**src/design/sarc_ram.sv**
```systemverilog
// Generic single-write, single-read synchronous RAM with registered read data.
`timescale 1ns / 1ps

module sarc_ram #(
   parameter int DEPTH = 16,
   parameter int WIDTH = 32
) (
   input  logic                     clock,
   input  logic                     wr_en,
   input  logic [$clog2(DEPTH)-1:0] wr_addr,
   input  logic [WIDTH-1:0]         wr_data,
   input  logic                     rd_en,
   input  logic [$clog2(DEPTH)-1:0] rd_addr,
   output logic [WIDTH-1:0]         rd_data
);

   logic [WIDTH-1:0] mem [DEPTH];

   always_ff @(posedge clock) begin
      if (wr_en) begin
         mem[wr_addr] <= wr_data;
      end
      if (rd_en) begin
         rd_data <= mem[rd_addr];
      end
   end

endmodule

```
**config.mk**
```make
export PLATFORM = sky130hd
export DESIGN_NAME = sarc_ram
export DESIGN_NICKNAME = d
export VERILOG_FILES = /design/src/design/sarc_ram.sv
export SDC_FILE = /design/constraint.sdc
export NUM_CORES = 1
export LEC_CHECK = 0
export ABC_AREA = 1
export BUFFER_PORTS_ARGS = -buffer_cell sky130_fd_sc_hd__clkbuf_2
export CORE_ASPECT_RATIO = 1.5
export CORE_MARGIN = 1.5
export CORE_UTILIZATION = 52
export CTS_CLUSTER_DIAMETER = 50
export DETAILED_ROUTE_END_ITERATION = 8
export PLACE_DENSITY = 0.83
export SYNTH_ARGS = -nofsm -noshare
export SYNTH_HDL_FRONTEND = slang
export SYNTH_SLANG_ARGS = --single-unit
```
**constraint.sdc**
```tcl
create_clock -name clock -period 2.39 [get_ports clock]
set_input_delay 0.478 -clock clock [delete_from_list [all_inputs] [get_ports clock]]
set_output_delay 0.478 -clock clock [all_outputs]
set_load 0.02 [all_outputs]
```
==> impl_metrics.csv <==
group,metric,value,unit
setup_path,critical_path_class,"reg -> out",
timing,tightest_slew,0.857,ns
clock_network,postCtsHoldBufs,0,
global_routing,grt_pass1_wl,86.1,mm
detailed_routing,drt.antenna.violating_nets,0,
setup_path,r2r_slack,1.06,ns
setup_path,reg2reg_depth,6,
clock_network,numCtsBuffers,44,
floorplanning,rows,94,
placement,gp_congestion,0.829,
floorplanning,die_width,175,um
detailed_routing,routed_via_density,5.56,
global_routing,grt.overflow.total,0,
setup_path,required,1.91,ns
clock_network,ctsResizeCount,0,
detailed_routing,initialDrtViolationCount,1951,
global_routing,grt_pass1_vias,15748,
timing,finalCritPeriodShare,69.7,%
floorplanning,die_area,45600,sq um
setup_path,r2r_start,"mem[13][19]",
timing,fmax,600,MHz
synthesis,yosysSeqAreaShare,70.9,%
floorplanning,initial_utilization,52.7,%
clock_network,cts_sinks,544,
power,irDropWorstVdd,0.000477,V
detailed_routing,via_count,15542,
floorplanning,dieHeight,261,um
synthesis,ys_types,14,
synthesis,yosys_warnings,0,
synthesis,synthCells,2120,
detailed_routing,drtPass1Iterations,6,
synthesis,netlist.area_leader.share,70.9,%
floorplanning,io_pins,75,
clock_network,cts_tree,"built",
setup_path,cp.arrival,1.19,ns
synthesis,synth_nets,2163,
setup_path,path_delay_family,"flip-flops",
clock_network,post_cts_buffers,0,
detailed_routing,wl_per_cell,20.1,um
placement,dp.final_hpwl,31.3,mm
min_path,hold_end,"mem[4][20]",
clock_network,cts.path.max_buffers,3,
synthesis,synth.largest_area_cell,"edfxtp_1",
synthesis,netlist_area,23100,sq um
timing,hold_slack,0.339,ns
detailed_routing,drc,0,
global_routing,grt_max_degree,146,
cells_and_area,area_delta_synth_final,10.6,%
setup_path,worst_r2r_endpoint,"rd_data[19]",
cells_and_area,final_util,58.3,%
setup_path,cp_max_fo,1,
setup_path,cp_slowest_cell,"edfxtp_1",
min_path,holdPathStages,1,
clock_network,clock_latency,0.56,ns
cells_and_area,register_area,16300,sq um
status,status,"finished clean",
clock_network,root_buffer,"clkbuf_16",
floorplanning,coreArea,43800,sq um
min_path,worstHoldStart,"wr_data[20]",
power,cellLeakagePower,10.8,nW
setup_path,slowest_delay,0.45,ns
flow_run,max_cap_violations,0,
cells_and_area,multiInputGateArea,4670,sq um
synthesis,ys_ff_latch,544,
cells_and_area,drive_above_1_share,9.21,%
setup_path,cp-end-kind,"primary output",
placement,port_buffers,74,
timing,drv_slew,0,
global_routing,antenna_found_initial,1,
cells_and_area,fin_nets,2229,
timing,hold_viol_final,0,
timing,setup_violations,0,
synthesis,syn_avg_cell_area,10.9,sq um
setup_path,cp.buffers_inverters,1,
min_path,hold_path_class,"in -> reg",
cells_and_area,fillers,3194,
global_routing,track_usage,24.8,%
clock_network,clkSlewWorstSetupHoldPaths,0.07,ns
timing,rsz0062_at_grt,"false",
timing,finalClockSkew,0.0182,ns
timing,fin_crit,1.67,ns
timing,finalSetupTns,0,ns
clock_network,cts_max_level,2,
synthesis,synth_area_leaders,"edfxtp_1 71%, nand2_1 11%, nand3_1 8.4%",
setup_path,worstSetupStartpointType,"flip-flop",
setup_path,worstPathCellList,"clkbuf_2",
timing,relSlewSlack,42.8,%
power,power.density,758,nW/um^2
detailed_routing,finalWirelength,56.1,mm
-- routing by layer --
metal | share of wire [%] | vias to the layer above | wire [um] | GRT usage [%]
met4 | 5.4 | 0 | 3030 | 14.3
met3 | 9.8 | 231 | 5500 | 3.77
li1 | - | 6988 | - | -
met5 | 0 | - | 0 | 0
met1 | 34 | 7294 | 19000 | 29.1
met2 | 51 | 1029 | 28600 | 43.3
-- sequential cells by signal (all words and copies together) (netlist names) --
signal   flops
mem        512
rd_data     32
-- cells by family (layout without fill, tap and decap cells) --
| logic type | after synthesis | after routing | share of synthesized area [%] |
|---|---|---|---|
| and+or+nand+nor | 1081 | 1081 | 19.7 |
| DFF | 544 | 544 | 70.9 |
| other | 0 | 3 | 0 |
| buffers and inverters | 495 | 591 | 9.41 |
-- through the flow --
step                      power [W]  area, sq um  std cells  worst slack (ns)
final                        0.0193        25500       2795             0.724
after CTS                    0.0193        25500       2792             0.706
after detailed placement     0.0123        24100       2716             0.341
after global placement       0.0122        24100       2716             0.381
after floorplan              0.0118        23100       2120           -0.0807
after global routing         0.0198        25500       2793             0.711
-- cells in the mapped netlist --
master and n:
nand2_1 677, edfxtp_1 544, inv_1 388, nand3_1 385, buf_2 41, buf_6 29
nor2_1 17, buf_1 14, clkbuf_1 14, buf_4 6, nand3b_1 2, buf_12 1
inv_2 1, inv_4 1
-- layout make-up --
cell class | instances | share of cell area, %
inverter | 390 | 5.77
sequential | 544 | 64.1
clock inverter | 23 | 0.937
tap | 576 | 2.83
timing repair buffer | 125 | 3.53
multi-input combinational | 1081 | 18.3
clock buffer | 53 | 4.53
antenna | 3 | 0.0294
-- where the power goes --
| group | internal [W] | switching, W | total (W) |
|---|---|---|---|
| combinational | 0.000346 | 0.000949 | 0.00129 |
| sequential | 0.0107 | 0.0000672 | 0.0108 |
| clock | 0.00399 | 0.00323 | 0.00722 |
-- cells in the final DEF (no fill, tap or decap) --
cell type / count
clkinv_4: 1
inv_6: 1
clkbuf_16: 45
clkinvlp_4: 2
clkbuf_2: 72
clkinv_1: 8
nor2_1: 1
inv_4: 1
nand3_1: 385
clkbuf_1: 8
bufinv_16: 5
nand2_1: 677
buf_4: 41
edfxtp_1: 544
clkinv_2: 7
buf_12: 11
nand3b_1: 2
inv_1: 387
diode_2: 3
nor2_4: 16
inv_2: 1
buf_6: 1
-- worst max path at each step --
| stage | end | depth (start not counted) | from |
|---|---|---|---|
| 3_3_place_gp | rd_data[24] | 5 | rd_addr[3] |
| 5_1_grt | rd_data[8] | 1 | rd_data[8] |
| 4_1_cts | rd_data[8] | 1 | rd_data[8] |
| 3_5_place_dp | rd_data[19] | 5 | rd_addr[3] |
| 2_1_floorplan | mem[10][0] | 2 | wr_addr[2] |
| 6_report | rd_data[8] | 1 | rd_data[8] |
Power figures use the tool's default switching activity.
