File: src/design/sarc_pkg.sv
// Shared constants and word types for the set-associative read cache.
`timescale 1ns / 1ps

package sarc_pkg;

   localparam int BLOCK_WORDS = 4;
   localparam int WAYS        = 2;
   localparam int SETS        = 16;
   localparam int STORE_WORDS = 4096;

   localparam int ADDR_W   = 14;
   localparam int DATA_W   = 32;
   localparam int WORD_W   = ADDR_W - 2;
   localparam int OFF_W    = $clog2(BLOCK_WORDS);
   localparam int TAG_W    = WORD_W - OFF_W;
   localparam int SET_W    = $clog2(SETS);
   localparam int WAY_W    = $clog2(WAYS);
   localparam int LINES    = SETS * WAYS;
   localparam int FILL_W   = $clog2(WAYS + 1);
   localparam int CNT_W    = $clog2(BLOCK_WORDS + 1);
   localparam int STORE_AW = $clog2(STORE_WORDS);

   localparam logic ACTION_STORE = 1'b0;
   localparam logic ACTION_READ  = 1'b1;

   typedef struct packed {
      logic              action;
      logic [ADDR_W-1:0] byte_address;
      logic [DATA_W-1:0] write_data;
   } req_type;

   typedef struct packed {
      logic [ADDR_W-1:0] ack_address;
      logic [DATA_W-1:0] read_data;
      logic              was_hit;
      logic              evicted;
   } rsp_type;

   // Outcome of a directory lookup; way is the hit way or, on a miss, the victim.
   typedef struct packed {
      logic             hit;
      logic             evict;
      logic [WAY_W-1:0] way;
   } dir_result_type;

endpackage

File: src/design/sarc_ram.sv
// Generic single-write, single-read synchronous RAM with registered read data.
`timescale 1ns / 1ps

module sarc_ram #(
   parameter int DEPTH = 16,
   parameter int WIDTH = 32
) (
   input  logic                     clock,
   input  logic                     wr_en,
   input  logic [$clog2(DEPTH)-1:0] wr_addr,
   input  logic [WIDTH-1:0]         wr_data,
   input  logic                     rd_en,
   input  logic [$clog2(DEPTH)-1:0] rd_addr,
   output logic [WIDTH-1:0]         rd_data
);

   logic [WIDTH-1:0] mem [DEPTH];

   always_ff @(posedge clock) begin
      if (wr_en) begin
         mem[wr_addr] <= wr_data;
      end
      if (rd_en) begin
         rd_data <= mem[rd_addr];
      end
   end

endmodule

File: src/design/sarc_dir.sv
// Cache directory: tag RAM, line valid bits and per-set FIFO replacement state.
`timescale 1ns / 1ps

module sarc_dir
   import sarc_pkg::*;
(
   input  logic                 clock,
   input  logic                 reset,
   input  logic                 lookup_en,
   input  logic [SET_W-1:0]     lookup_set,
   input  logic [TAG_W-1:0]     lookup_tag,
   input  logic                 alloc_en,
   output dir_result_type       result
);

   logic [SET_W-1:0]       set_ff;
   logic [TAG_W-1:0]       tag_ff;
   logic [WAYS-1:0]        valid_ff [SETS];
   logic [FILL_W-1:0]      fill_ff [SETS];
   logic [WAY_W-1:0]       oldest_ff [SETS];
   logic [WAYS*TAG_W-1:0]  tag_row;
   logic [WAYS*TAG_W-1:0]  new_row;
   logic                   hit;
   logic [WAY_W-1:0]       hit_way;
   logic                   full;
   logic [WAY_W-1:0]       victim;

   // One row holds the tags of every way of a set.
   sarc_ram #(
      .DEPTH(SETS),
      .WIDTH(WAYS * TAG_W)
   ) u_tag_ram (
      .clock   (clock),
      .wr_en   (alloc_en),
      .wr_addr (set_ff),
      .wr_data (new_row),
      .rd_en   (lookup_en),
      .rd_addr (lookup_set),
      .rd_data (tag_row)
   );

   always_ff @(posedge clock) begin
      if (lookup_en) begin
         set_ff <= lookup_set;
         tag_ff <= lookup_tag;
      end
   end

   always_comb begin
      hit     = 1'b0;
      hit_way = '0;
      for (int w = 0; w < WAYS; w++) begin
         if (!hit && valid_ff[set_ff][w] && tag_row[w*TAG_W +: TAG_W] == tag_ff) begin
            hit     = 1'b1;
            hit_way = WAY_W'(w);
         end
      end
      full   = (fill_ff[set_ff] == FILL_W'(WAYS));
      victim = full ? oldest_ff[set_ff] : WAY_W'(fill_ff[set_ff]);
      new_row = tag_row;
      new_row[victim*TAG_W +: TAG_W] = tag_ff;
      result.hit   = hit;
      result.evict = !hit && full;
      result.way   = hit ? hit_way : victim;
   end

   always_ff @(posedge clock) begin
      if (reset) begin
         for (int s = 0; s < SETS; s++) begin
            valid_ff[s]  <= '0;
            fill_ff[s]   <= '0;
            oldest_ff[s] <= '0;
         end
      end else if (alloc_en) begin
         valid_ff[set_ff][victim] <= 1'b1;
         if (full) begin
            oldest_ff[set_ff] <= (victim == WAY_W'(WAYS - 1)) ? '0 : victim + 1'b1;
         end else begin
            fill_ff[set_ff] <= fill_ff[set_ff] + 1'b1;
         end
      end
   end

endmodule

File: config.mk
export PLATFORM = sky130hd
export DESIGN_NAME = sarc_dir
export DESIGN_NICKNAME = d
export VERILOG_FILES = /design/src/design/sarc_pkg.sv /design/src/design/sarc_ram.sv /design/src/design/sarc_dir.sv
export SDC_FILE = /design/constraint.sdc
export NUM_CORES = 1
export LEC_CHECK = 0
export CAP_MARGIN = 15
export CORE_MARGIN = 2
export CORE_UTILIZATION = 40
export DETAILED_ROUTE_END_ITERATION = 12
export DONT_BUFFER_PORTS = 1
export GPL_ROUTABILITY_DRIVEN = 0
export GPL_TIMING_DRIVEN = 0
export SYNTH_ARGS = -nofsm -noshare
export SYNTH_HDL_FRONTEND = slang
export SYNTH_SLANG_ARGS = --single-unit
File: constraint.sdc
create_clock -name clock -period 4.49 [get_ports clock]
set_input_delay 0.2245 -clock clock [delete_from_list [all_inputs] [get_ports clock]]
set_output_delay 0.2245 -clock clock [all_outputs]
set_load 0.05 [all_outputs]
==> flow_metrics.env <==
export IMPL_viasPerCell=5.49
export IMPL_p_leak_nw=6.52
export IMPL_cts_tree="built"
export IMPL_grt_pass1_vias=9277
export IMPL_drive_above_1_share_pct=23.8
export IMPL_grt_ovfl_total=0
export IMPL_critical_path_class="reg2out"
export IMPL_hold_viol_final=0
export IMPL_drc=0
export IMPL_grt_pass1_wl_um=61200
export IMPL_worstPathCellList="buf_2 > buf_4 > mux4_2 > mux4_2 > ha_1 > mux4_2 > buf_2 > buf_2 > a21oi_4"
export IMPL_tightest_slew_ns=1.16
export IMPL_fp_dieH_um=213
export IMPL_cts_buffers=46
export IMPL_place_port_buffers=0
export IMPL_yosysWarningCount=0
export IMPL_seq_area_um2=12800
export IMPL_hpwlAfterDp_um=24800
export IMPL_power_density_nw_per_um2=466
export IMPL_diodes=0
export IMPL_fin_ws_ns=0.203
export IMPL_dieWidth_um=213
export IMPL_synth_cell_types=31
export IMPL_syn_avg_cell_area_um2=19.1
export IMPL_ys_ff_latch=438
export IMPL_placed_area_um2=18600
export IMPL_pre_cts_ws_ns=-0.109
export IMPL_ys_seq_area_share_pct=73.3
export IMPL_nNetsFinal=1017
export IMPL_vdd_ir_drop_max_mv=0.287
export IMPL_multi_input_area_um2=4550
export IMPL_first_pass_iters=6
export IMPL_grt_max_degree=39
export IMPL_worstPathArrival_ns=4.06
export IMPL_post_route_period_util_pct=95.5
export IMPL_rows=76
export IMPL_antenna_found_initial=1
export IMPL_hold_path_class="in2reg"
export IMPL_cp_buffers_inverters=4
export IMPL_vias=8871
export IMPL_status="finished, final reports clean"
export IMPL_cts_sinks=438
export IMPL_cap_violations=0
export IMPL_instances_no_fill=1617
export IMPL_relSlewSlack_pct=22.3
export IMPL_dp_cells=1515
export IMPL_skew_ns=0.0230
export IMPL_cp_start_kind="flop"
export IMPL_worst_ep_required_time_ns=4.27
export IMPL_path_clk_slew_ns=0.06
export IMPL_dr_first_iter_drc_count=941
export IMPL_post_cts_setup_buffers=0
export IMPL_crit_family="multiplexers"
export IMPL_synth_area_um2=17500
export IMPL_antenna_left=0
export IMPL_rsz0062_at_grt="false"
export IMPL_area_growth_pct=16.3
export IMPL_fillers=3592
export IMPL_drt_total_wl_um=41700
export IMPL_fin_crit_ns=4.29
export IMPL_top_level_ports=21
export IMPL_track_usage_pct=19.1
export IMPL_htreeDepth=2
export IMPL_crit_path_max_incr_delay_ns=0.58
export IMPL_core_area_um2=43100
export IMPL_synthCells=915
export IMPL_cts_buffer_depth=3
export IMPL_design_area_um2=20300
export IMPL_insertion_delay_ns=0.56
export IMPL_dieArea_um2=45300
export IMPL_start_util_pct=40.5
export IMPL_power_total_w=0.00946
export IMPL_path_max_fanout=10
export IMPL_slew_viol_final=0
export IMPL_critPathCaptureType="primary output"
export IMPL_synth_fp_nets=934
export IMPL_cpMaxStageDelayCell="mux4_2"
export IMPL_wl_per_cell_um=25.8
export IMPL_finalSetupViolations=0
export IMPL_final_core_util_pct=47.2
export IMPL_cts_root_buf="clkbuf_16"
export IMPL_max_freq_ghz=0.233
[layout make-up]
cell class,instances,area share [%]
plain buffers,52,1.24
clock buffers,58,6.09
clock inverters,24,0.912
inverters,1,0.0185
multi-input cells,424,22.4
flip-flops and latches,438,63.0
well taps,585,3.60
repair buffers,35,2.74
[repair_timing]
item                                    CTS  global route
endpoints found under the hold margin    53             0
gates resized for setup                   8             0
hold buffers                             15             0
endpoints found under the setup margin    9             0
[registers in the layout, summed over array words and instances (netlist names), named ones only]
name / count
u_tag_ram.mem: 320
fill_ff: 32
tag_ff: 10
set_ff: 4
oldest_ff: 16
u_tag_ram.rd_data: 20
valid_ff: 32
[path summary, 6_finish.rpt]
path | slack (ns) | cells after the start | startpoint | to
setup / recovery | 0.20 | 9 | flop | result[0]
hold / removal | 0.05 | 1 | lookup_en | tag_ff[1]$_DFFE_PP_
setup reg to reg | 0.37 | 10 | flop | u_tag_ram.mem[13][5]$_DFFE_PP_
hold reg to reg | 0.46 | 2 | valid_ff[9][1]$_DFF_P_ | valid_ff[9][1]$_DFF_P_
[cell usage after synthesis, drive strengths merged]
master  count  share of area [%]
edfxtp    402                 69
nor2       99                2.1
mux2        9               0.58
and3b       1              0.050
clkinv      1              0.021
nand2b      2              0.072
clkbuf     28               0.60
nor3        1              0.029
a211oi      2              0.086
buf        24               0.82
nand2      73                1.6
nor4        3               0.11
xor2       10               0.50
nor2b       5               0.18
o21bai     32                1.4
o211ai      2              0.086
dfxtp      36                4.1
a21oi      33                1.2
nand3       6               0.17
mux4      123                 16
mux2i       7               0.40
or3         1              0.036
ha          1              0.072
xnor2      10               0.50
nand4       4               0.14
[metrics by stage]
step | TNS (ns) | hold WS, ns
floorplan | 0 | 0.323
global placement | -0.146 | 0.323
detailed placement | -0.109 | 0.323
CTS | 0 | 0.0266
global route | 0 | 0.0386
finish | 0 | 0.0514
[layout by cell type (no fill, tap or decap), types with 9 or more instances in the layout]
cell | netlist | routed
nand2_1 | 73 | 73
a21oi_1 | 23 | 22
xor2_1 | 10 | 10
edfxtp_1 | 402 | 402
mux2_2 | 9 | 9
nor2_4 | 0 | 16
dlygate4sd3_1 | 0 | 14
mux4_1 | 9 | 9
xnor2_1 | 10 | 10
nor2_1 | 99 | 83
clkinv_2 | 0 | 9
o21bai_1 | 32 | 32
a21oi_2 | 10 | 10
buf_1 | 13 | 12
clkbuf_16 | 0 | 47
buf_12 | 1 | 12
dfxtp_1 | 36 | 36
clkinv_1 | 1 | 12
mux4_2 | 114 | 114
clkbuf_1 | 28 | 36
[metal layers]
layer	track usage, %	wire length (um)	part of all wire [%]	vias to the layer above
met5	0	0	0	-
met4	5.84	923	2.2	0
met3	3.74	2840	6.8	69
met2	30.7	20100	48	318
met1	26.3	17800	43	4649
li1	-	-	-	3835
[kinds of logic (layout without fill, tap and decap cells)]
kind of cell	Yosys count	after routing	synth area share (%)
flops	438	438	73.3
simple gates	195	195	4.49
mux	139	139	17.0
compound gates	69	69	2.71
buf+inv	53	170	1.44
xor+xnor	20	20	1.00
fa+ha+maj	1	1	0.0716
[where the power goes]
group          total, W  internal, W  switching, W
logic          0.000946     0.000307      0.000639
clock network   0.00363      0.00211       0.00152
registers       0.00488      0.00482     0.0000610
total           0.00946      0.00724       0.00222
[worst reg2reg max path: stages, from the launching register on]
cell and delay [ns]:
dfxtp_1 0.34, buf_2 0.29, buf_4 0.31, mux4_2 0.59, mux4_2 0.50, ha_1 0.30, mux4_2 0.25, buf_2 0.21
buf_1 0.53, nand2_1 0.12, nand2_1 0.42
Power figures use the tool's default switching activity.
